--- src/rtl/lnorm_ram.sv ---
// Generic single-port write, single-port read RAM with registered read data.
`timescale 1ns / 1ps
module lnorm_ram #(
	parameter int WIDTH = 48,
	parameter int DEPTH = 64
) (
	input  logic                     clk,
	input  logic                     we,
	input  logic [$clog2(DEPTH)-1:0] waddr,
	input  logic [WIDTH-1:0]         wdata,
	input  logic [$clog2(DEPTH)-1:0] raddr,
	output logic [WIDTH-1:0]         rdata
);
	logic [WIDTH-1:0] mem [DEPTH];

	always_ff @(posedge clk) begin
		if (we) begin
			mem[waddr] <= wdata;
		end
		rdata <= mem[raddr];
	end
endmodule

--- config.mk ---
export PLATFORM = sky130hd
export DESIGN_NAME = lnorm_ram
export DESIGN_NICKNAME = d
export VERILOG_FILES = /design/src/rtl/lnorm_ram.sv
export SDC_FILE = /design/constraint.sdc
export NUM_CORES = 2
export LEC_CHECK = 0
export BUFFER_PORTS_ARGS = -buffer_cell sky130_fd_sc_hd__buf_4
export CAP_MARGIN = 10
export CORE_UTILIZATION = 35
export DETAILED_ROUTE_END_ITERATION = 6
export PLACE_DENSITY = 0.56
export SLEW_MARGIN = 20
export SYNTH_ARGS = -nofsm -noshare
export SYNTH_HDL_FRONTEND = slang
export SYNTH_SLANG_ARGS = --single-unit
--- constraint.sdc ---
create_clock -name clk -period 4.35 [get_ports clk]
set_input_delay 0.2175 -clock clk [delete_from_list [all_inputs] [get_ports clk]]
set_output_delay 0.2175 -clock clk [all_outputs]
set_load 0.02 [all_outputs]
Yosys cells after proc, flatten, opt, wreduce, memory -nomap -nowiden
Memory sizes are Yosys's and may differ from the RTL's. A register that Yosys moved wholly into a read port is not among the register bits.
Cells that the tools add are included.
Widths: inputs -> output; s select.

cells by class
  add/subtract/negate cells = 0
  $lt $le $gt $ge = 0
  reduce and logical (&&, ||, !) cells = 0
  multiply operators = 0
  equality and inequality tests = 0
  muxes and demuxes = 2
  shifts and indexed selects = 0
  divide/modulo/power cells = 0
  bitwise gates (word level) = 0

operator list
  cell    number
  $mux 1  2

word-level totals
  input port bits = 62
  register bits after elaboration = 0
  bits in latches = 0
  memory bits (read-only) = 0
  memories = 1
  memory bits (writable) = 3072

memory list
  memory  words  width  read ports  clocked after memory_dff  write ports  RTL line  RTL
  mem     64     48     1           1                         1            14        logic [WIDTH-1:0] mem [DEPTH];

Longest topological paths before layout
  depth after elaboration = 2
  depth in mapped cells = 9
  gate-level depth less buffers = 5

Least setup slack after synthesis
OpenSTA, ideal clock, no wires.

  kind = in2reg
  from = input waddr[3]
  to = memory mem[48][0], enable pin
  data arrival time = 3.990 ns
  stages = 4
  required time = 3.837 ns
  path buffers = 1
  setup slack = -0.152 ns
  library setup time = 0.513 ns
  path through = clkbuf_1 nor2b_1 nand4b_1 nor3_1

RTL lines
  what         RTL line  RTL
  from (decl)  9         input logic [$clog2(DEPTH)-1:0] waddr,
  to (decl)    14

No word-level cell before the write port.

==> results by group <==
Synthesis
  – Fraction of registers with async set/reset: 0%
  – Cell accounting for the most synthesized area: edfxtp_1
  – Synth top cells by count: edfxtp_1, mux4_2, nor2_1, o22ai_1
  – Synth top area cells: edfxtp_1, mux4_2, dfxtp_1
  – Syn Nets: 5032
  – Synth cell types: 36
  – Most common cell in the synthesized netlist: edfxtp_1
  – Post-synth top area share: 78.8%
  – Seq cells post-synth: 3120
  – Mapped Avg Cell Area: 23.6 um^2
  – Post-Syn Area: 117000 um^2
  – Syn Inst Count: 4970
  – Number of synthesized flops with an enable pin: 3072
  – Synth Warn #: 0
  – Ys flop type: edfxtp_1
  – Post-synthesis sequential area ratio: 79.6%

Power and ir drop
  – Final Power: 0.0623 W
  – Leak Pwr: 41.4 nW
  – VDD IR max: 0.000318 V
  – Pwr/cell area: 462 nW/um^2

Clocking
  – CTS root buf: clkbuf_16
  – CTS tree: done
  – Cts bufs inserted: 314
  – Setup bufs post-CTS: 0
  – Clock Path Buffers: 4
  – Post-CTS Resized: 0
  – TritonCTS Sinks: 3120
  – Cts hold-fix bufs: 50
  – Clk_lat worst skew: 0.88 ns
  – H-Tree Depth: 5
  – Worst-path clk slew: 0.06 ns

Job
  – Max cap viols: 0

Worst setup path
  – WP data arrival: 3.20 ns
  – Worst Path Buf+Inv: 3
  – CP most frequent cell: a21oi_1
  – Critical-path cell with the highest stage delay: a21oi_1
  – Max incr delay on CP: 0.61 ns
  – CP Launch Type: primary input
  – Top delay family on crit path: compound AO/OA/AOI/OAI gates
  – Req. time, crit path: 4.96 ns
  – CP Max Fanout: 45
  – Critical path endpoint category: flop
  – Critical path class: primary input to flop
  – Worst path cell trace: buf_16, buf_12, buf_4, mux4_2, o221ai_1, a21oi_1, a21oi_1, a221oi_1

Global routing
  – First-pass GRT wire length: 443000 um
  – Global Route Usage Sum: 18.5%
  – Vias in the first global route: 56700
  – Global route total overflow: 0
  – Initial antenna violation count: 28
  – Largest net degree at the start of global routing: 101

Floorplan
  – Chip Width: 580 um
  – Die Span Y: 580 um
  – Die area: 337000 um^2
  – Row Count: 212
  – Num ports: 110
  – Initial Utilization: 35.2%
  – Core area: 333000 um^2

Timing
  – Count of pins over their slew limit: 0
  – Part of the cycle the worst path needs: 59.4%
  – Setup Skew: 0.0620 ns
  – Slew Limit Headroom: 22.1%
  – Final Setup Violations: 0
  – Fmax achieved: 387 MHz
  – RSZ-0062 raised after global routing: no
  – Setup ws final: 1.76 ns
  – Hold Vio Cnt, Final: 0
  – Setup TNS: 0 ns
  – Fin crit period: 2.59 ns
  – Worst-margin pin slew: 1.17 ns

Placed design
  – Dpl cells: 9393
  – Port Buffers: 109
  – Post-DP Area: 125000 um^2
  – GPL Wtd Cong: 0.758
  – Placed wire-length estimate: 172000 um
  – Pre-CTS setup slack: 0.874 ns

Layout
  – Layout area overhead: 15.1%
  – Post-Layout Cell Count: 10000
  – Design area: 135000 um^2
  – Share of layout cells above drive strength 1: 28.1%
  – Final #Nets: 5434

Routing
  – Via density: 5.60
  – Via count: 56000
  – DR iter-0 viols: 6392
  – DR pass1 iterations: 5
  – DRC violations left: 0
  – Total Wirelength: 318000 um
  – WL/cell: 31.8 um
  – Antenna Nets Post-Route: 0

Run status
  – Status: finished clean

Worst hold path
  – Hold Crit Class: primary input to flop
==> cell families after synthesis <==
family | after synthesis | synth area share (%)
AO/OA/AOI/OAI | 486 | 3.02
buffers and inverters | 282 | 1.28
flip-flops | 3120 | 79.6
multiplexers | 829 | 15.2
AND/OR/NAND/NOR | 253 | 0.957
==> cells in the final DEF, fill, tap and decap left out, drive strengths merged, types with 7 or more instances in the layout <==
master       synthesis  final
dlygate4sd3          0     50
a21oi               74     74
bufinv               0     18
clkinv               0    109
dfxtp               48     48
nand2b              10     10
nand3                7      7
a22o                57     57
mux2                12     12
nor2               132    132
a211oi              32     32
mux2i               63     63
a311oi              11     11
nand2               55     55
o22ai              122    122
a221oi              83     83
edfxtp            3072   3072
clkbuf              99    415
a22oi               72     72
nor2b               24     24
inv                  0     12
o221ai              28     28
buf                183    318
mux4               754    754
==> power breakdown <==
| part | internal (W) | switching [W] |
|---|---|---|
| clock network | 0.0147 | 0.0112 |
| logic | 0.00115 | 0.00190 |
| registers | 0.0333 | 0.000137 |
| total | 0.0491 | 0.0132 |
==> flip-flops by register name, indices dropped and copies added (netlist names) <==
name and cells:
mem 3072, rdata 48
==> metrics by stage <==
| stage | utilization (%) | hold slack [ns] |
|---|---|---|
| global placement | 37.4 | 0.639 |
| detailed placement | 37.4 | 0.633 |
| global route | 40.5 | 0.106 |
| CTS | 40.5 | 0.0777 |
| floorplan | - | 0.316 |
| finish | 40.5 | 0.128 |
==> layout make-up <==
class,instances,area (um^2)
fillers,29000,198000
flip-flops and latches,3120,93200
multi-input cells,1568,23000
clock buffers,415,8400
well taps,4387,5490
repair buffers,368,3600
clock inverters,141,1190
diodes,1,2.50
==> layer usage <==
metal / track usage, % / part of all wire [%]
met1: 26.4 / 42
met2: 30.3 / 48
met3: 2.75 / 6.9
met4: 3.86 / 2.1
met5: 0.369 / 0.067
==> worst min-delay path, delay by kind of cell <==
family	cells	cell delay [ns]
buffers and inverters	2	0.47
and+or+nand+nor	1	0.07
==> path summary, 6_finish.rpt <==
kind | start | end | slack, ns | cells past startpoint
worst max register to register | mem[43][6] | rdata[6] | 2.04 | 5
worst min register to register | mem[59][4] | rdata[4] | 0.83 | 4
worst max-delay path | raddr[0] | rdata[6] | 1.76 | 8
worst min-delay path | waddr[1] | mem[49][16] | 0.13 | 3
No activity file was read; power rests on OpenSTA's default activity.
