===== config.mk =====
export PLATFORM = sky130hd
export DESIGN_NAME = lnorm_div
export DESIGN_NICKNAME = d
export VERILOG_FILES = /design/src/rtl/lnorm_div.sv
export SDC_FILE = /design/constraint.sdc
export NUM_CORES = 1
export LEC_CHECK = 0
export ABC_CLOCK_PERIOD_IN_PS = 2500
export BUFFER_PORTS_ARGS = -buffer_cell sky130_fd_sc_hd__buf_2
export CAP_MARGIN = 20
export CORE_MARGIN = 3
export CORE_UTILIZATION = 57
export CTS_CLUSTER_SIZE = 8
export DETAILED_ROUTE_END_ITERATION = 8
export PLACE_DENSITY = 0.81
export SLEW_MARGIN = 0
export SYNTH_ARGS = -nofsm -noshare
export SYNTH_HDL_FRONTEND = slang
export SYNTH_SLANG_ARGS = --single-unit

===== constraint.sdc =====
create_clock -name clk -period 2.5 [get_ports clk]
set_input_delay 0.375 -clock clk [delete_from_list [all_inputs] [get_ports clk]]
set_output_delay 0.375 -clock clk [all_outputs]
set_load 0.03 [all_outputs]

===== src/rtl/lnorm_div.sv =====
// Restoring divider, one quotient bit per cycle, signed dividend, unsigned divisor.
`timescale 1ns / 1ps
module lnorm_div #(
	parameter int NW = 48,
	parameter int DW = 11
) (
	input  logic          clk,
	input  logic          arst_n,
	input  logic          start,
	input  logic          neg,
	input  logic [NW-1:0] magnitude,
	input  logic [DW-1:0] divisor,
	output logic          done,
	output logic [NW-1:0] quotient
);
	localparam int CntW = $clog2(NW + 1);
	logic [NW-1:0] num_q, quo_q;
	logic [DW:0]   rem_q;
	logic [DW-1:0] den_q;
	logic [CntW-1:0] cnt_q;
	logic busy_q, neg_q;
	logic [DW:0] trial;

	assign trial = {rem_q[DW-1:0], num_q[NW-1]};

	always_ff @(posedge clk or negedge arst_n) begin
		if (!arst_n) begin
			busy_q <= 1'b0;
			done <= 1'b0;
			cnt_q <= '0;
		end else begin
			done <= 1'b0;
			if (start) begin
				busy_q <= 1'b1;
				cnt_q <= CntW'(NW);
			end else if (busy_q) begin
				cnt_q <= cnt_q - 1'b1;
				if (cnt_q == CntW'(1)) begin
					busy_q <= 1'b0;
					done <= 1'b1;
				end
			end
		end
	end

	always_ff @(posedge clk) begin
		if (start) begin
			num_q <= magnitude;
			den_q <= divisor;
			rem_q <= '0;
			quo_q <= '0;
			neg_q <= neg;
		end else if (busy_q) begin
			num_q <= {num_q[NW-2:0], 1'b0};
			if (trial >= {1'b0, den_q}) begin
				rem_q <= trial - {1'b0, den_q};
				quo_q <= {quo_q[NW-2:0], 1'b1};
			end else begin
				rem_q <= trial;
				quo_q <= {quo_q[NW-2:0], 1'b0};
			end
		end
	end

	// truncation toward zero: negate the magnitude quotient
	assign quotient = neg_q ? (~quo_q + 1'b1) : quo_q;
endmodule


* After elaboration in Yosys (flattened, before gate mapping)
Cells that the tools add are included.
Cells by class: $add $sub $neg 3, bitwise gates (word level) 1, muxes and demuxes 13, reduce and logical (&&, ||, !) cells 1, magnitude comparators 1, equal/unequal tests 1
Operator list (count):
- two-way mux 48 bit | 3
- adder 48 x 1 -> 48 bit, second input constant | 1
- NOT 48 bit | 1
- greater-or-equal comparator 12 x 11 -> 1 bit | 1
- two-way mux 6 bit | 2
- two-way mux 11 bit | 1
- subtractor 11 bit | 1
- two-way mux 1 bit | 7
- == test 6 x 1 -> 1 bit, second input constant | 1
- subtractor 6 x 1 -> 6 bit, second input constant | 1
- nonzero test 2 bit | 1
Word-level totals: output and inout bits 49, flip-flop bits (word level) 127, word-level logic and storage cells 28

* Depth between registers and ports, before layout
depth in word-level cells 4, mapped depth 9

* Least setup slack after synthesis
Ideal clock, no wire load.
path type reg2out, start point register quo_q[18], end point output port quotient[37], arrival 2165 ps, stages on the path, launching flop included 7, path slack -40 ps, cells stage by stage dfxtp_1 > or4_1 > buf_2 > nor4_4 > nand4_4 > o41ai_2 > xnor2_1
On the way: longest elaborated chain between the ends 3
RTL lines:
- start: declaration | RTL line 17 | logic [NW-1:0] num_q, quo_q;
- start signal: assignment | RTL line 57 | quo_q <= {quo_q[NW-2:0], 1'b1};
- start signal: assignment | RTL line 60 | quo_q <= {quo_q[NW-2:0], 1'b0};
- NOT 48 bit | RTL line 66 | assign quotient = neg_q ? (~quo_q + 1'b1) : quo_q;
- adder 48 x 1 -> 48 bit | RTL line 66
- two-way mux 48 bit | RTL line 66
- end: declaration | RTL line 14 | output logic [NW-1:0] quotient
Every way passes these cells.

* Worst setup path after layout
start point register quo_q[6], end point output port quotient[47]
Same word-level chain as after synthesis.

==> results.txt <==
status: finished with violations
failing checks: negative setup slack
Bufs on Longest Clock Path: 2
via/cell ratio: 6.05
CTS H-tree depth: 4
clock sinks: 127
boundary pin count: 112
Net Sw Frac: 0.374
post-synth top area share: 0.270
initial antenna violation count: 0
Post-synth EDFFs: 60
Die ar.: 13,000 um^2
setup violators final: 42
clock slew at reported path FFs: 0.06 ns
critical path type: reg2out
Mapped Cells: 606
synth cell count leaders: 77 x nor2_1, 60 x edfxtp_1, 59 x dfxtp_1
max_slew headroom: 0.539
DRC violations left: 0
Psw: 3.30 mW
worst slew pin tran: 0.691 ns
input/output buffers: 111
GRT Total Usage: 0.285
Synth Warn #: 0
Pint: 5.52 mW
drt wl/cell: 20.9 um
Design Area, Final: 9340 um^2
cell type with the largest total area after synthesis: edfxtp_1
Syn Nets: 684
CTS tree: done
fmax: 310 MHz
Worst VDD drop: 0.000760 V
count of cell types in the netlist: 59
Pwr per Cell Area: 944 nW/um^2
RSZ-0062 raised after global routing: yes
Comb power frac: 0.450
critical path endpoint category: output port
flops & latches, synth: 127
Clock Skew: 0.0106 ns
worst min path class: in2reg
first-pass GRT wire length: 29.2 mm
Reg power frac: 0.285
fin crit share: 1.29
CORE AREA: 11,100 um^2
largest net degree at the start of global routing: 64
WL final: 19.7 mm
ANT nets after route: 0
critical path startpoint category: flip-flop
power share of the clock group: 0.264
Initial Util: 0.599
worst setup margin: -0.726 ns
fraction of registers with async set/reset: 0.0630
Pwr Total: 8.82 mW
Avg Cell Area, Syn: 11.0 um^2
Nets: 868
CP Max Fanout: 7
final hold violations: 0
global route total overflow: 0
post-synthesis cell area: 6660 um^2
WP data required: 2.12 ns
sequential share of the synthesized area: 0.478
dpl cell area: 7730 um^2
Leak: 4.37 nW
max-cap violations: 0
final RePlAce weighted congestion: 0.962
vias in the first global route: 5,823
dpl hpwl: 10.8 mm
most common cell in the netlist: nor2_1
max-slew violation count: 0
drt pass-1 iters: 6
number of DRC markers in iteration 0: 568
Die Y: 114 um
Synth area leaders: edfxtp_1 27%, dfxtp_1 18%, mux2_2 7.9%
Root Driver: clkbuf_16
Area growth, synth to finish: 40.1%
Die Wd: 114 um
Top FF cell, synth: edfxtp_1
crit path DAT: 2.85 ns
via count: 5,706
total CTS buffers: 17
row cnt: 38
final worst path period need: 3.23 ns
layout cell share with drive strength beyond 1: 0.455
antenna cell count: 0
clk_lat worst skew: 0.43 ns
-- final timing paths --
kind | start | endpoint | slack, ns | cells after the start
max | quo_q[6] | quotient[47] | -0.73 | 9
min | divisor[4] | den_q[4] | 0.12 | 1
max reg2reg | num_q[47] | rem_q[2] | 0.14 | 9
min reg2reg | rem_q[10] | rem_q[10] | 0.49 | 1
max in group asynchronous | arst_n | busy_q | 1.94 | 2
min in group asynchronous | arst_n | cnt_q[3] | 0.35 | 2
-- cell type report --
cell class | instances | area [um^2]
clock buffer | 19 | 464
clock inverter | 13 | 100
fill | 534 | 1790
inverter | 21 | 78.8
multi-input combinational | 425 | 3880
sequential | 127 | 3190
tap | 140 | 175
timing repair buffer | 198 | 1450
-- cells by family (layout without fill, tap and decap cells) --
group | after synthesis | in the layout | synth area share
simple gates | 169 | 169 | 0.135
flops | 127 | 127 | 0.478
mux | 95 | 95 | 0.152
compound gates | 92 | 92 | 0.105
xor+xnor | 54 | 54 | 0.0710
buf+inv | 54 | 251 | 0.0312
fa+ha+maj | 15 | 15 | 0.0293
-- power by group through the flow --
stage,Clock [mW],Sequential [mW],Combinational [mW]
floorplan,0,2.53,2.05
global placement,0,2.54,2.74
detailed placement,0,2.55,2.81
CTS,2.35,2.52,3.49
global route,2.46,2.54,4.17
finish,2.33,2.51,3.97
-- through the flow --
| step | worst slack, ns | instances | setup TNS [ns] | util | hold slack (ns) |
|---|---|---|---|---|---|
| after floorplan | 0.00236 | 606 | 0 | - | 0.0794 |
| after global placement | -0.168 | 880 | -0.826 | 0.695 | 0.221 |
| after detailed placement | -0.198 | 880 | -1.50 | 0.695 | 0.225 |
| after CTS | -0.522 | 935 | -15.46 | 0.812 | 0.110 |
| after global routing | -0.783 | 943 | -21.77 | 0.839 | 0.106 |
| final | -0.726 | 943 | -18.87 | 0.839 | 0.120 |
-- cell usage in the layout, fill, tap and decap left out, drive strengths merged, types with 2 or more instances in the layout --
cell type / n
buf: 197
nor2: 77
edfxtp: 60
dfxtp: 59
xnor2: 52
mux2i: 48
mux2: 47
nand2: 26
inv: 24
o21ai: 20
clkbuf: 19
o41ai: 18
ha: 14
o31ai: 13
nor3: 12
a21oi: 10
clkinv: 10
nand2b: 9
or4: 8
dfrtp: 8
or3: 7
a31oi: 6
or2: 6
nor4: 5
o211ai: 4
o311ai: 3
nor2b: 3
nand4: 3
nand3: 3
o21a: 2
a221o: 2
xor2: 2
and2: 2
a22o: 2
a21o: 2
and3: 2
nor3b: 2
a211oi: 2
-- worst max-delay path: stages, from the launching register on --
cell     delay (ns)
dfxtp_2        0.32
or4_4          0.57
buf_6          0.16
nor3_4         0.16
buf_12         0.15
nand4_4        0.13
buf_12         0.21
o41ai_4        0.36
xnor2_1        0.18
buf_4          0.18
-- sequential cells by signal (all words and copies together) (netlist names) --
signal  cells
den_q      11
cnt_q       6
done        1
busy_q      1
num_q      48
rem_q      11
quo_q      48
neg_q       1
-- repair_timing --
action                                  CTS  global route
resized for setup                       129            46
hold buffers                              1             0
endpoints found under the hold margin     8             0
endpoints found under the setup margin   44            54
pin swaps                                46            24
setup buffers                            22             9
-- routing by layer --
| layer | track usage | part of all wire | up-vias |
|---|---|---|---|
| met5 | 0 | 0 | - |
| met4 | 0.164 | 0.053 | 0 |
| met3 | 0.0756 | 0.059 | 90 |
| met2 | 0.475 | 0.51 | 253 |
| met1 | 0.330 | 0.38 | 2770 |
| li1 | - | - | 2593 |
Power figures use the tool's default switching activity.
